### config.mk
export PLATFORM = sky130hd
export DESIGN_NAME = brf_queue
export DESIGN_NICKNAME = d
export VERILOG_FILES = /design/src/sv/brf_queue.sv
export SDC_FILE = /design/constraint.sdc
export NUM_CORES = 1
export LEC_CHECK = 0
export ABC_AREA = 1
export BUFFER_PORTS_ARGS = -buffer_cell sky130_fd_sc_hd__buf_2
export CAP_MARGIN = 20
export CORE_AREA = 2 2 39 41
export DETAILED_ROUTE_END_ITERATION = 10
export DIE_AREA = 0 0 41 43
export HOLD_SLACK_MARGIN = 0.1
export PLACE_DENSITY = 0.75
export SLEW_MARGIN = 40
export SYNTH_ARGS = -nofsm -noshare
export SYNTH_HDL_FRONTEND = slang
export SYNTH_SLANG_ARGS = --single-unit
### constraint.sdc
create_clock -name i_clk -period 5.4 [get_ports i_clk]
set_input_delay 1.35 -clock i_clk [delete_from_list [all_inputs] [get_ports i_clk]]
set_output_delay 1.35 -clock i_clk [all_outputs]
set_load 0.1 [all_outputs]
### src/sv/brf_queue.sv
// Small register FIFO carrying any packed type.
// Standalone; no package dependencies.
module brf_queue #(
    parameter type T     = logic,
    parameter int  DEPTH = 4
) (
    input  logic                       i_clk,
    input  logic                       i_rst_n,
    input  logic                       i_push,
    input  T                           i_data,
    output logic                       o_full,
    input  logic                       i_pop,
    output logic                       o_empty,
    output T                           o_data,
    output logic [$clog2(DEPTH+1)-1:0] o_count
);
    localparam int IW = (DEPTH > 1) ? $clog2(DEPTH) : 1;
    localparam int NW = $clog2(DEPTH+1);

    T                r_slot [DEPTH];
    logic [IW-1:0]   r_wr;
    logic [IW-1:0]   r_rd;
    logic [NW-1:0]   r_cnt;
    logic            do_push;
    logic            do_pop;

    assign o_full  = (r_cnt == NW'(DEPTH));
    assign o_empty = (r_cnt == '0);
    assign o_data  = r_slot[r_rd];
    assign o_count = r_cnt;
    assign do_push = i_push && !o_full;
    assign do_pop  = i_pop && !o_empty;

    always_ff @(posedge i_clk) begin
        if (!i_rst_n) begin
            r_wr  <= '0;
            r_rd  <= '0;
            r_cnt <= '0;
        end else begin
            if (do_push) begin
                r_wr <= (r_wr == IW'(DEPTH-1)) ? '0 : r_wr + 1'b1;
            end
            if (do_pop) begin
                r_rd <= (r_rd == IW'(DEPTH-1)) ? '0 : r_rd + 1'b1;
            end
            r_cnt <= r_cnt + NW'(do_push) - NW'(do_pop);
        end
    end

    always_ff @(posedge i_clk) begin
        if (do_push) begin
            r_slot[r_wr] <= i_data;
        end
    end

endmodule

==> flow_metrics.py, run 1 <==
metrics = {
    "run_status": {
        "status": "completed",
    },
    "final_layout": {
        "area_growth_pct": 14.50,
        "final_core_util_pct": 54.97,
        "antenna_cells": 0,
        "nNetsFinal": 105,
        "drive_gt1_share_pct": 21.98,
        "nFillCells": 133,
    },
    "worst_setup_path": {
        "path_cells": "nor2_2 > nand2_2 > inv_1 > buf_2",
        "path_buf_inv": 2,
        "cpPeakStageDelay_ps": 420,
        "worst-path-max-fanout": 5,
        "setup.worst_path.start_class": "flop",
        "crit_slowest_cell": "buf_2",
        "critical_path_class": "reg2out",
        "crit_required_ps": 4050,
        "crit_arrival_ps": 1430,
        "crit_family": "buffers and inverters",
        "worstSetupEndpointType": "output pin",
    },
    "place": {
        "pre_cts_slack_ps": 2614,
        "dp_hpwl_um": 782.8,
        "io_buffers": 10,
        "finalWeightedCongestion": 0.7543,
    },
    "route": {
        "wirelength_um": 1036,
        "num_vias": 502,
        "dr.pass1.iters": 3,
        "drt_iter0_markers": 5,
        "drc": 0,
        "ant_nets": 0,
        "wl_per_cell_um": 9.682,
        "via_per_inst": 4.692,
    },
    "global_routing": {
        "overflow": 0,
        "grt_max_degree": 8,
        "antenna_found_initial": 0,
        "grt_usage_pct": 15.02,
        "grt_pass1_wl_um": 1745,
        "grt_pass1_vias": 458,
    },
    "sta": {
        "post-route-min-period_ps": 2775,
        "rsz0062_at_grt": "false",
        "whs_ps": 540.8,
        "slew_violations": 0,
        "skew_ps": 4.850,
        "slew_headroom_pct": 67.90,
        "hold_viol": 0,
        "fin_ws_ps": 2625,
        "max_freq_mhz": 360.3,
        "fin_setup_tns_ps": 0,
        "final-setup-viol-count": 0,
        "min_period_over_period_pct": 51.39,
        "tightest_slew_ps": 484.8,
    },
    "cts": {
        "clk_latency_ps": 280,
        "clock-sinks": 13,
        "clockRootBuffer": "clkbuf_4",
        "cts_buffers": 3,
        "ctsHtreeMaxLevel": 1,
        "clk_pin_slew_ps": 80,
        "cts_tree": "done",
        "holdBufCountCts": 0,
        "clock_path_buffers": 2,
        "postCtsResizedCells": 0,
        "cts_setup_buffers": 0,
    },
    "floorplanning": {
        "start_util_pct": 48.01,
        "die_y_um": 43,
        "die_w_um": 41,
        "die_area_sq_um": 1763,
        "boundaryPins": 11,
        "row_count": 14,
        "core-area_sq_um": 1384,
    },
    "yosys": {
        "synth_area_leader_cell": "dfxtp_1",
        "syn_inst": 77,
        "ys_seq_area_share_pct": 45.20,
        "synth_top_area_share_pct": 27.12,
        "yosysMostFrequentCell": "inv_1",
        "netlist_area_sq_um": 664.4,
        "ys_warn_count": 0,
        "synthTopCellsByCount": "inv_1 (16), nor2_1 (15), dfxtp_1 (9), ha_1 (7), nand2_1 (7)",
        "synth_edf_count": 4,
        "synth_area_leaders": "dfxtp_1 (27%), edfxtp_1 (18%), ha_1 (13%)",
        "synth_nets": 90,
        "ys_dominant_reg_cell": "dfxtp_1",
        "avgSynthCellArea_sq_um": 8.628,
        "synth.ff_latch_count": 13,
        "async_flop_share_pct": 0,
        "synth.distinct_cells": 16,
    },
    "min_path": {
        "holdCritPathClass": "reg2reg",
    },
    "run": {
        "cap_violations": 0,
    },
}
==> worst min-delay path: stages, from the launching register on <==
cell     delay, ps
dfxtp_1        320
a21oi_1        110
nor2_1          70
==> layout make-up <==
cell class	count	area, sq um	share of cell area (%)
Multi-Input combinational cell	48	304.0	39.97
Sequential cell	13	300.3	39.47
Clock buffer	4	26.28	3.454
Tap cell	16	20.02	2.632
Inverter	16	60.06	7.895
Timing Repair Buffer	10	50.05	6.579
==> through the flow <==
| step | cells | cell area [sq um] |
|---|---|---|
| finish | 107 | 760.7 |
| global route | 107 | 760.7 |
| CTS | 107 | 760.7 |
| detailed placement | 103 | 734.5 |
| global placement | 103 | 734.5 |
| floorplan | 77 | 664.4 |
==> logic make-up (layout without fill, tap and decap cells) <==
logic type | Yosys count | in the layout | share of synthesized area, %
simple gates | 33 | 33 | 23.73
fa+ha+maj | 8 | 8 | 16.20
compound gates | 6 | 6 | 4.518
xor+xnor | 1 | 1 | 1.319
buf+inv | 16 | 30 | 9.040
flops | 13 | 13 | 45.20
==> cell usage in the layout (no fill, tap or decap) <==
cell,n
buf_2,10
nand2_4,1
edfxtp_1,4
or2_1,1
nor2_1,15
o21ai_0,3
nor2_2,3
clkbuf_4,3
ha_1,7
inv_1,16
nand2_1,7
dfxtp_1,9
nand3b_1,2
nand2_2,3
xnor2_1,1
clkbuf_1,1
a21oi_1,3
fa_1,1
nand3_1,1
==> final timing paths <==
| kind | startpoint | endpoint | slack, ps | cells after the start |
|---|---|---|---|---|
| worst max register to register | o_count[1] | o_count[2] | 3470 | 13 |
| worst min-delay path | r_rd[1] | r_rd[1] | 540 | 2 |
| worst min register to register | r_rd[1] | r_rd[1] | 540 | 2 |
| worst max-delay path | o_count[1] | o_empty | 2620 | 4 |
==> routing by layer <==
metal  up-vias  part of all wire, %  global-route usage [%]
met4         0                  2.9                   10.00
met3         4                  3.1                   4.712
met5         -                    0                       0
met2         9                   50                   24.06
met1       228                   44                   15.65
li1        261                    -                       -
Power of run 1 is not shown: default switching activity piles up to over one toggle a cycle in this logic, so the estimate is an artifact.
==> run 2, diff against run 1 <==
==> constraint.sdc (replaced) <==
create_clock -name i_clk -period 2.8 [get_ports i_clk]
set_input_delay 0.7 -clock i_clk [delete_from_list [all_inputs] [get_ports i_clk]]
set_output_delay 0.7 -clock i_clk [all_outputs]
set_load 0.1 [all_outputs]
==> run 2 against run 1 <==
  * Final cell count unchanged
  * Non-clock buffer count stayed put
  * Sequential share of layout area up 0.30 points
  * Utilization rose by 0.27 points
==> flow_metrics.py, run 2 (same netlist as run 1, synthesis figures left out) <==
metrics = {
    "final_layout": {
        "stdcell_area_sq_um": 764.5,
        "layout.cells.most_common": "inv_1",
        "layout_common_cells": "inv_1 (16), nor2_1 (15), buf_2 (10), nand2_1 (7), ha_1 (7)",
        "drive_gt1_share_pct": 25.27,
        "area_growth_pct": 15.07,
        "nNetsFinal": 105,
        "antenna_cells": 0,
        "final_core_util_pct": 55.24,
    },
    "worst_setup_path": {
        "worstSetupEndpointType": "output pin",
        "worst-path-max-fanout": 5,
        "crit_arrival_ps": 1390,
        "critical_path_class": "reg2out",
        "r2r_end": "o_count[2]",
        "rrSetupSlack_ps": 880,
        "critPathCapture": "o_empty",
        "crit_path_start": "o_count[1]",
        "crit_required_ps": 2100,
        "rr_worst_depth": 13,
        "setup.worst_path.start_class": "flop",
        "rr_startpoint": "o_count[1]",
    },
    "cts": {
        "cts_buffers": 3,
        "clockRootBuffer": "clkbuf_4",
        "clk_pin_slew_ps": 80,
        "clock_path_buffers": 2,
        "clk_latency_ps": 270,
        "cts_tree": "done",
        "clock-sinks": 13,
        "cts_setup_buffers": 0,
        "postCtsResizedCells": 0,
        "ctsHtreeMaxLevel": 1,
        "holdBufCountCts": 0,
    },
    "global_routing": {
        "grt_max_degree": 8,
        "grt_pass1_wl_um": 1635,
        "grt_usage_pct": 14.63,
        "grt_pass1_vias": 442,
        "antenna_found_initial": 0,
        "overflow": 0,
    },
    "floorplanning": {
        "core-area_sq_um": 1384,
        "die_y_um": 43,
        "row_count": 14,
        "boundaryPins": 11,
        "start_util_pct": 48.01,
        "die_w_um": 41,
        "die_area_sq_um": 1763,
    },
    "route": {
        "drt_iter0_markers": 4,
        "via_per_inst": 4.514,
        "wl_per_cell_um": 8.888,
        "wirelength_um": 951,
        "num_vias": 483,
        "drc": 0,
        "ant_nets": 0,
        "dr.pass1.iters": 3,
    },
    "place": {
        "io_buffers": 10,
        "pre_cts_slack_ps": 664.3,
        "dp_hpwl_um": 711.2,
        "placed_area_sq_um": 738.2,
        "finalWeightedCongestion": 0.7548,
    },
    "sta": {
        "fin_setup_tns_ps": 0,
        "hold_viol": 0,
        "post-route-min-period_ps": 2090,
        "max_freq_mhz": 478.4,
        "skew_ps": 5.061,
        "min_period_over_period_pct": 74.65,
        "tightest_slew_ps": 483.6,
        "fin_ws_ps": 709.7,
        "final-setup-viol-count": 0,
        "slew_headroom_pct": 67.98,
        "rsz0062_at_grt": "false",
        "slew_violations": 0,
    },
    "run_status": {
        "status": "completed",
    },
    "min_path": {
        "holdCritPathClass": "reg2reg",
    },
    "run": {
        "cap_violations": 0,
    },
}
==> run 2: how the worst min path moves through the flow <==
stage          endpoint     from  slack, ps  cells past startpoint
2_1_floorplan      flop  r_rd[1]        480                      2
3_3_place_gp    r_rd[1]  r_rd[1]        510                      2
3_5_place_dp    r_rd[1]  r_rd[1]        520                      2
4_1_cts            flop  r_rd[0]        540                      2
5_1_grt            flop  r_rd[0]        570                      2
6_report           flop  r_rd[0]        540                      2
==> run 2: metal layers <==
layer / vias up / part of all wire, % / GRT usage (%)
met2: 6 / 48 / 21.25
met4: 0 / 1.6 / 12.00
li1: 260 / - / -
met5: - / 0 / 0
met3: 2 / 3.2 / 4.712
met1: 215 / 47 / 16.39
==> run 2: critical path: stages (launching register included) <==
cell	delay [ps]
dfxtp_2	360
nor2_2	160
nand2_2	100
inv_1	80
buf_2	420
==> run 2: final cells by class <==
cell class,count,area (sq um)
Timing Repair Buffer,10,50.05
Fill cell,130,619.3
Inverter,16,60.06
Clock buffer,4,26.28
Sequential cell,13,304.0
Tap cell,16,20.02
Multi-Input combinational cell,48,304.0
==> run 2: stage by stage <==
step                      hold WS (ps)  std cells
after floorplan                  482.7         77
after global placement           512.5        103
after detailed placement         521.0        103
after CTS                        542.1        107
after global routing             572.1        107
final                            540.6        107
Power of run 2 is left out for the same reason.
