<file path="config.mk">
export PLATFORM = sky130hd
export DESIGN_NAME = brf_front
export DESIGN_NICKNAME = d
export VERILOG_FILES = /design/src/sv/brf_pkg.sv /design/src/sv/brf_front.sv
export SDC_FILE = /design/constraint.sdc
export NUM_CORES = 1
export LEC_CHECK = 0
export BUFFER_PORTS_ARGS = -buffer_cell sky130_fd_sc_hd__buf_2
export CAP_MARGIN = 40
export CELL_PAD_IN_SITES_DETAIL_PLACEMENT = 1
export CELL_PAD_IN_SITES_GLOBAL_PLACEMENT = 1
export CORE_AREA = 2 2 116 118
export DETAILED_ROUTE_END_ITERATION = 7
export DIE_AREA = 0 0 118 120
export HOLD_SLACK_MARGIN = 0.15
export PLACE_DENSITY_LB_ADDON = 0.25
export SLEW_MARGIN = 30
export SYNTH_ARGS = -nofsm -noshare
export SYNTH_HDL_FRONTEND = slang
export SYNTH_SLANG_ARGS = --single-unit
</file>
<file path="constraint.sdc">
create_clock -name i_clk -period 13.95 [get_ports i_clk]
set_input_delay 1.395 -clock i_clk [delete_from_list [all_inputs] [get_ports i_clk]]
set_output_delay 1.395 -clock i_clk [all_outputs]
set_load 0.01 [all_outputs]
</file>
<file path="src/sv/brf_pkg.sv">
// Shared types and constants for the byte ring FIFO.
// Used by the front end, back end, top level and checker; no dependencies.
package brf_pkg;

    localparam int CNT_W        = 11;   // width of counts reported on results
    localparam int ADDR_W       = 16;   // widest ring address carried in a command
    localparam int BURST_W      = 7;    // holds a get count up to 64
    localparam int CQ_DEPTH     = 4;    // front-to-back command queue
    localparam int OQ_DEPTH     = 4;    // result queue
    localparam int OQ_CW        = 3;    // result queue occupancy width
    localparam logic [3:0] SIZE_LOG2_RESET = 4'd10;

    typedef enum logic [1:0] {
        MODE_PUT     = 2'd0,
        MODE_GET     = 2'd1,
        MODE_RELEASE = 2'd2,
        MODE_RESET   = 2'd3
    } t_mode;

    typedef enum logic [2:0] {
        KIND_GET_DATA   = 3'd0,
        KIND_GET_NONE   = 3'd1,
        KIND_PUT_COUNT  = 3'd2,
        KIND_REL_COUNT  = 3'd3,
        KIND_RESET_DONE = 3'd4
    } t_kind;

    typedef struct packed {
        t_mode              mode;
        logic [7:0]         data_byte;
        logic               last_of_put;
        logic [CNT_W-1:0]   request_count;
    } t_in;

    typedef struct packed {
        t_kind              kind;
        logic [7:0]         out_byte;
        logic [CNT_W-1:0]   moved_count;
        logic               last_result;
        logic [CNT_W-1:0]   free_space;
        logic [CNT_W-1:0]   fill_level;
    } t_out;

    // One unit of work for the back end, in program order.
    typedef struct packed {
        logic               do_write;
        logic               do_read;
        logic               do_result;
        t_kind              kind;
        logic [7:0]         data;
        logic [ADDR_W-1:0]  addr;
        logic [BURST_W-1:0] count;
        logic [CNT_W-1:0]   moved;
        logic [CNT_W-1:0]   free;
        logic [CNT_W-1:0]   fill;
    } t_cmd;

endpackage

</file>
<file path="src/sv/brf_front.sv">
// Front end: size register, ring counters, put tally; turns each word into a command.
// Depends on brf_pkg.
module brf_front #(
    parameter int MAX_DEPTH     = 1024,
    parameter int MAX_GET_BURST = 64
) (
    input  logic                            i_clk,
    input  logic                            i_rst_n,
    input  logic                            i_accept,
    input  brf_pkg::t_in                    i_item,
    input  logic                            i_cfg_we,
    input  logic [3:0]                      i_cfg_data,
    output logic                            o_cmd_push,
    output brf_pkg::t_cmd                   o_cmd,
    output logic [$clog2(MAX_DEPTH+1)-2:0]  o_mask
);
    import brf_pkg::*;

    localparam int CW     = $clog2(MAX_DEPTH+1);
    localparam int MAX_LG = CW - 1;
    localparam int AW     = MAX_LG;
    localparam int XW     = (CW > CNT_W) ? CW : CNT_W;

    logic [3:0]        r_size_log2;
    logic [CW-1:0]     r_wr, n_wr;
    logic [CW-1:0]     r_rd, n_rd;
    logic [CNT_W-1:0]  r_tally, n_tally;

    logic [4:0]        lg;
    logic [CW-1:0]     sz;
    logic [AW-1:0]     mask;
    logic [CW-1:0]     fill;
    logic [CW-1:0]     fill_new;
    logic              space;
    logic [XW-1:0]     req_x, fill_x, get_n, rel_n;

    // Size in use: zero reads as one, beyond the built depth is cut down.
    always_comb begin
        if (r_size_log2 == 4'd0) begin
            lg = 5'd1;
        end else if (5'(r_size_log2) > 5'(MAX_LG)) begin
            lg = 5'(MAX_LG);
        end else begin
            lg = 5'(r_size_log2);
        end
    end

    assign sz     = CW'(1) << lg;
    assign mask   = AW'(sz - CW'(1));
    assign o_mask = mask;
    assign fill   = r_wr - r_rd;
    assign space  = (fill < sz);
    assign req_x  = XW'(i_item.request_count);
    assign fill_x = XW'(fill);

    always_comb begin
        get_n = req_x;
        if (get_n > XW'(MAX_GET_BURST)) begin
            get_n = XW'(MAX_GET_BURST);
        end
        if (get_n > fill_x) begin
            get_n = fill_x;
        end
        rel_n = (req_x > fill_x) ? fill_x : req_x;
    end

    always_comb begin
        n_wr       = r_wr;
        n_rd       = r_rd;
        n_tally    = r_tally;
        o_cmd      = '0;
        o_cmd.kind = KIND_GET_NONE;
        o_cmd_push = 1'b0;
        if (i_accept) begin
            unique case (i_item.mode)
                MODE_PUT: begin
                    o_cmd.do_write = space;
                    o_cmd.addr     = ADDR_W'(r_wr[AW-1:0] & mask);
                    o_cmd.data     = i_item.data_byte;
                    if (space) begin
                        n_wr = r_wr + CW'(1);
                        if (r_tally != '1) begin
                            n_tally = r_tally + CNT_W'(1);
                        end
                    end
                    if (i_item.last_of_put) begin
                        o_cmd.do_result = 1'b1;
                        o_cmd.kind      = KIND_PUT_COUNT;
                        o_cmd.moved     = n_tally;
                        n_tally         = '0;
                    end
                    o_cmd_push = space || i_item.last_of_put;
                end
                MODE_GET: begin
                    n_rd        = r_rd + CW'(get_n);
                    o_cmd.addr  = ADDR_W'(r_rd[AW-1:0] & mask);
                    o_cmd.count = BURST_W'(get_n);
                    o_cmd.moved = CNT_W'(get_n);
                    if (get_n == '0) begin
                        o_cmd.do_result = 1'b1;
                        o_cmd.kind      = KIND_GET_NONE;
                    end else begin
                        o_cmd.do_read = 1'b1;
                        o_cmd.kind    = KIND_GET_DATA;
                    end
                    o_cmd_push = 1'b1;
                end
                MODE_RELEASE: begin
                    n_rd            = r_rd + CW'(rel_n);
                    o_cmd.do_result = 1'b1;
                    o_cmd.kind      = KIND_REL_COUNT;
                    o_cmd.moved     = CNT_W'(rel_n);
                    o_cmd_push      = 1'b1;
                end
                MODE_RESET: begin
                    n_wr            = '0;
                    n_rd            = '0;
                    n_tally         = '0;
                    o_cmd.do_result = 1'b1;
                    o_cmd.kind      = KIND_RESET_DONE;
                    o_cmd_push      = 1'b1;
                end
            endcase
        end
        // status after the whole operation
        fill_new   = n_wr - n_rd;
        o_cmd.fill = CNT_W'(fill_new);
        o_cmd.free = CNT_W'(sz - fill_new);
    end

    always_ff @(posedge i_clk) begin
        if (!i_rst_n) begin
            r_size_log2 <= SIZE_LOG2_RESET;
            r_wr        <= '0;
            r_rd        <= '0;
            r_tally     <= '0;
        end else if (i_cfg_we) begin
            r_size_log2 <= i_cfg_data;
            r_wr        <= '0;
            r_rd        <= '0;
            r_tally     <= '0;
        end else begin
            r_wr    <= n_wr;
            r_rd    <= n_rd;
            r_tally <= n_tally;
        end
    end

endmodule

</file>
==> metrics, run 1 <==
fraction of the yosys area taken by sequential cells=~13%; layout cells sized above 1=between 10% and 20%; CP bufs+invs=5; DP Cell Count=1025; Synth Flop Type=dfxtp_1; multiplexer share of the synthesized area=a little under 5%; Final Total Pwr=0.4522 mW; worst endpoint data arrival time=9.64 ns; most area-hungry cell type in the Yosys netlist=ha_1; area grow syn2layout=13.10%; Final Max Slew Viols=0; Final ANT Viol Nets=0; postcts setup bufs=0; CP max FO=10; Critical Path End Type=output pin; Die Y=120 um; CTS H-tree depth=2; post-synth design cell area=about 5700 um2; TNS Setup=0 ns; Mapped Avg Cell Area=7.418 um2; CTS Hold Bufs=0; FILL cells=between 1500 and 2000; post-layout util=between 40% and 50%; vias in the first global route=6192; CTS sink cnt=37; FF/Latch Area=740.7 um2; Max-Cap Viols=0; drt first pass iters=5; Place WS=approximately 3.0 ns; Top Family by Delay on Critical Path=compound AO/OA/AOI/OAI gates; worst-margin pin slew=0.8218 ns; Nets=961; ranking of synthesized cells by area=ha_1 (15%), dfxtp_1 (13%), nor2_1 (5.1%), a21oi_1 (4.7%), xnor2_1 (4.5%); max incr delay on CP=0.48 ns; area share of the largest cell type after synthesis=around 15%; DRC Markers=0; Ports=111; WP data required=12.56 ns; Synth top cells by count=nor2_1 (78), ha_1 (69), inv_1 (67), nand2_1 (61), a21oi_1 (54); grt ovf=0; CTS Buffer Depth=2; EDFF count, synth=0; global placer's final weighted congestion=0.9247; Clock Skews=approximately 0.0038 ns; Fmax=90.65 MHz; Simple-Gate Fraction of Synth Area=24.28%; Max transition margin=44.85%; vias post-DR=5986; multi-input combinational cell area=between 4000 and 5000 um2; compound-cell area share of the yosys netlist=about a quarter; yosys warns=0; Final period util=79.08%; wire length per cell=19.41 um; Post-Synthesis Cells=769; Cell Rows=between 40 and 50; drt via density=5.784; Synth Register Bits=37; CP dominant cell by count=a21oi_1; Netlist cell types=94; Startpoint Class=input pin; cells resized by post-CTS repair=0; CTS tree=built; Final setup viols=0; static leakage=2.968 nW; Final WS setup=2.918 ns; total CTS buffers=5; Core Area=roughly 13000 um2; most common cell in the netlist=nor2_1; outcome=finished, final reports clean; final hold vios=0; Antenna Cells=0; slowest stage cell on the critical path=fa_1; total global routing track utilization=between 20% and 30%; Crit Path Class=in2out; first-pass GRT wire length=31840 um; xor and xnor fraction of the mapped netlist area=8.708%; final period demand of the worst path=11.03 ns; initial core utilization=between 40% and 50%; Final Non-Filler Cells=1035; drt first-iter violations=341; largest family of logic cells by synthesized area=simple AND/OR/NAND/NOR gates; ys async rst share=0%; port bufs=103; hold crit path type=reg2reg; Die X=between 100 and 150 um; Synth Area in Adders=17.09%; CTS Root Buffer Type=clkbuf_16; RSZ-0062 raised after global routing=false; largest net degree at the start of global routing=31; Clk pin slew, worst setup/hold paths=~0.060 ns; Max IR drop VDD=0.08239 mV; Pwr Density=70.09 nW/um2; clock latency on the worst-skew pair=0.29 ns; final WL=20090 um; die footprint=between 10000 and 15000 um2; antenna violations before repair=0; Final HPWL DP=16780 um
==> cell families (layout without fill, tap and decap cells) <==
group	count (synthesis)	count (layout)
buffers and inverters	105	185
other	2	12
multiplexers	27	27
AO/OA/AOI/OAI	198	198
AND/OR/NAND/NOR	269	269
XOR/XNOR	55	55
flip-flops	37	37
adder cells (fa/ha/maj)	76	76
==> report_power, final <==
group / total [mW] / internal (mW) / switching, mW / leakage [nW]
clock: 0.110 / 0.0656 / 0.0448 / 0.0706
combinational: 0.232 / 0.0917 / 0.140 / 2.60
sequential: 0.110 / 0.107 / 0.00308 / 0.299
==> final cells by class <==
class                   instances  share of cell area (%)
multi-input cells             637                   70.35
inverters                      69                   4.015
flip-flops and latches         37                   11.48
clock buffers                   6                   1.998
repair buffers                108                   8.592
clock inverters                 2                  0.1552
well taps                     176                   3.413
==> layout by cell type (no fill, tap or decap), types with 5 or more instances in the layout <==
cell type,instances
a211oi_1,6
o21ai_0,41
buf_2,103
a21oi_1,54
conb_1,12
nor4_1,5
clkbuf_16,5
nor2b_1,13
and3_1,13
nand2_1,61
xor2_1,24
xnor2_1,29
mux2i_1,23
or3_1,7
ha_1,69
nand3_1,16
dfxtp_1,37
o21a_1,6
nor3_1,21
nand2b_1,8
o21bai_1,10
inv_1,67
and2_1,8
nand4_1,6
o21ai_1,5
nor2_1,78
a22oi_1,15
a21o_1,14
==> worst paths after layout <==
kind	cells after the start	slack (ns)	endpoint	from
hold / removal	2	0.52	r_tally[10]	r_tally[10]
setup reg to reg	32	6.58	r_rd[10]	r_rd[3]
setup / recovery	38	2.92	o_cmd[21]	i_item[3]
hold reg to reg	2	0.52	r_tally[10]	r_tally[10]
==> worst min-delay path, delay by kind of cell (launching register included) <==
kind / cells / cell delay (ns)
AO/OA/AOI/OAI: 2 / 0.14
flip-flops: 1 / 0.33
==> per-layer routing <==
layer  vias up  track usage [%]  routed length (um)
met5         -                0                   0
met4         0            7.605                 389
met3        24            2.899                 689
met2       126            48.18                9677
met1      2946            37.53                9334
li1       2890                -                   -
==> state kept, by name, indices dropped and copies added (netlist names) <==
register and count:
r_rd 11, r_wr 11, r_tally 11, r_size_log2 4
==> stage by stage <==
| stage | hold WS (ns) | area (um2) |
|---|---|---|
| 2_1_floorplan | 0.4656 | 5742 |
| 3_3_place_gp | 0.4807 | 6296 |
| 3_5_place_dp | 0.5142 | 6296 |
| 4_1_cts | 0.5225 | 6435 |
| 5_1_grt | 0.5610 | 6451 |
| 6_report | 0.5171 | 6451 |
Power figures use the tool's default switching activity.
==> run 2: changes to the inputs <==
--- a/config.mk
+++ b/config.mk
@@ -5,13 +5,14 @@
 export SDC_FILE = /design/constraint.sdc
 export NUM_CORES = 1
 export LEC_CHECK = 0
+export ABC_AREA = 1
 export BUFFER_PORTS_ARGS = -buffer_cell sky130_fd_sc_hd__buf_2
 export CAP_MARGIN = 40
 export CELL_PAD_IN_SITES_DETAIL_PLACEMENT = 1
 export CELL_PAD_IN_SITES_GLOBAL_PLACEMENT = 1
-export CORE_AREA = 2 2 116 118
+export CORE_AREA = 2 2 126 128
 export DETAILED_ROUTE_END_ITERATION = 7
-export DIE_AREA = 0 0 118 120
+export DIE_AREA = 0 0 128 130
 export HOLD_SLACK_MARGIN = 0.15
 export PLACE_DENSITY_LB_ADDON = 0.25
 export SLEW_MARGIN = 30
==> constraint.sdc (replaced) <==
create_clock -name i_clk -period 10.4 [get_ports i_clk]
set_input_delay 1.04 -clock i_clk [delete_from_list [all_inputs] [get_ports i_clk]]
set_output_delay 1.04 -clock i_clk [all_outputs]
set_load 0.01 [all_outputs]
==> run 2 against run 1 <==
Combinational power rose to 3.2 times the previous value. Total power up 140%. Area after synthesis up 2.5%. Hold slack worse by 0.027 ns. Count of clock-buffer cells in the layout unchanged. Clock power up 75%. Sequential cell count unchanged. Via count up 11%. Sequential power up 35%. Non-clock buffer count down 2. Largest power group unchanged.
==> metrics, run 2 <==
Critical Path End Type=output pin; WP data required=9.36 ns; R2R Setup Slk=4.38 ns; Largest regs=r_rd (11), r_tally (11), r_wr (11); max incr delay on CP=around 0.50 ns; RR Endpoint=r_rd[9]; global placer's final weighted congestion=0.9067; Synth Flop Type=dfxtp_1; final period demand of the worst path=8.770 ns; Final setup viols=0; final hold vios=0; fraction of the yosys area taken by sequential cells=12.66%; die footprint=16640 um2; CP bufs+invs=9; Die X=128 um; commonest non-fill, non-tap cell in the layout=nand2_1; CTS sink cnt=37; ys async rst share=0%; Final Max Slew Viols=0; Synth top cells by count=nand2_1 (198), inv_1 (195), nor2_1 (111), ha_1 (69), a21oi_1 (61); Reg2Reg Depth=43; worst endpoint data arrival time=just under 8 ns; metal2 WL=~9400 um; RSZ-0062 raised after global routing=false; vias in the first global route=6350; postcts setup bufs=0; post-synth design cell area=5849 um2; Core Area=15420 um2; Max transition margin=50.89%; TNS Setup=0 ns; cells resized by post-CTS repair=0; port bufs=approximately 100; Clock Skews=0.009441 ns; Critical Path Start=r_wr[0]; most frequent cells in the layout=nand2_1 (198), inv_1 (195), nor2_1 (111); final WL=roughly 21000 um; Top Family by Delay on Critical Path=compound AO/OA/AOI/OAI gates; drt via density=5.186; CP endpoint=o_cmd[21]; DRC Markers=0; vias post-DR=6628; Final HPWL DP=approximately 18000 um; outcome=finished, final reports clean; most area-hungry cell type in the Yosys netlist=ha_1; drt first-iter violations=281; CP max FO=17; Max IR drop VDD=0.1150 mV; antenna violations before repair=0; CTS Buffer Depth=2; reg2reg start=r_wr[0]; Max-Cap Viols=0; Nets=1188; Startpoint Class=register; first-pass GRT wire length=about 33000 um; CTS Root Buffer Type=clkbuf_16; Netlist cell types=50; static leakage=roughly 3.6 nW; area grow syn2layout=14.91%; Die Y=130 um; WP depth=46; yosys warns=0; grt ovf=0; Mapped Avg Cell Area=5.938 um2; largest net degree at the start of global routing=34; area share of the largest cell type after synthesis=14.76%; Synth Register Bits=37; Fmax=approximately 110 MHz; hold crit path type=reg2reg; clock latency on the worst-skew pair=0.31 ns; Cell Rows=46; Ports=111; slowest stage cell on the critical path=o21ai_0; Post-Synthesis Cells=985; Final period util=a little over four fifths; Clk pin slew, worst setup/hold paths=0.06 ns; Pwr Density=160.8 nW/um2; Antenna Cells=0; initial core utilization=37.92%; wire length per cell=16.16 um; Hold Worst Slack=0.4897 ns; total CTS buffers=5; top sig layer=met4; number of stages on the worst hold path=2; CTS H-tree depth=2; DR WL met3=909 um; total global routing track utilization=about 25%; Metal-1 WL=between 9000 and 10000 um; most common cell in the netlist=nand2_1; CTS Hold Bufs=0; drt first pass iters=5; worst-margin pin slew=around 0.73 ns; EDFF count, synth=0; ranking of synthesized cells by area=ha_1 (15%), nand2_1 (13%), dfxtp_1 (13%), inv_1 (13%), nor2_1 (7.1%); layout cells sized above 1=between 10% and 20%; Crit Path Class=reg2out; Final ANT Viol Nets=0; CTS tree=built
run 2: cell types whose count changed after synthesis, sizes merged, moves of 13 or more:
cell	change
a22oi	-14
inv	+133
mux2i	-22
nor2b	-13
a21o	-15
nor2	+44
xnor2	-25
and3	-15
nand3	+43
nand2	+148
run 2: worst min-delay path by stage:
stage          startpoint         end  slack, ns
6_report       r_tally[9]  r_tally[9]       0.49
2_1_floorplan  r_tally[9]  r_tally[9]       0.46
3_3_place_gp   r_tally[9]  r_tally[9]       0.47
3_5_place_dp   r_tally[9]  r_tally[9]       0.48
4_1_cts        r_tally[9]  r_tally[9]       0.49
5_1_grt        r_tally[9]  r_tally[9]       0.53
run 2: per-layer routing:
layer  up-vias  global-route usage, %
met4         0                  10.86
met5         -                      0
met1      3077                  32.94
met2       155                  41.87
met3        39                  3.895
li1       3357                      -
run 2: worst register-to-register path, delay by kind of cell (launching register included):
kind / cells / cell delay (ns)
simple gates: 20 / 1.79
compound gates: 9 / 1.30
buf+inv: 9 / 0.90
fa+ha+maj: 4 / 1.21
flops: 1 / 0.32
xor+xnor: 1 / 0.36
run 2: cell families after synthesis:
group | Yosys count | share of synthesized area (%)
adders and majority gates | 73 | 16.13
muxes | 1 | 0.1711
xor gates and xnor gates | 31 | 4.642
AOI/OAI and AO/OA | 162 | 16.41
other | 2 | 0.1284
and+or+nand+nor | 454 | 34.82
DFF | 37 | 12.66
buffers and inverters | 225 | 15.04
run 2: where the power goes:
group / switching, mW / internal [mW]
clock network: 0.0718 / 0.120
logic: 0.480 / 0.261
registers: 0.00368 / 0.145
run 2: layout make-up:
cell class	count	area [um2]
repair buffers	106	538.0
fillers	2181	8703
well taps	192	240.2
multi-input cells	733	4267
inverters	202	759.5
clock inverters	2	37.54
clock buffers	6	138.9
flip-flops and latches	37	740.7
run 2: through the flow:
| step | instance area [um2] | power, mW | setup WS (ns) | cells | utilization [%] |
|---|---|---|---|---|---|
| finish | 6721 | 1.081 | 1.630 | 1278 | 43.58 |
| global route | 6721 | 1.193 | 0.7380 | 1278 | 43.58 |
| CTS | 6721 | 1.088 | 1.637 | 1278 | 43.58 |
| detailed placement | 6545 | 0.8903 | 1.917 | 1270 | 42.43 |
| global placement | 6545 | 0.8790 | 1.936 | 1270 | 42.43 |
| floorplan | 5887 | 0.6720 | 3.172 | 995 | - |
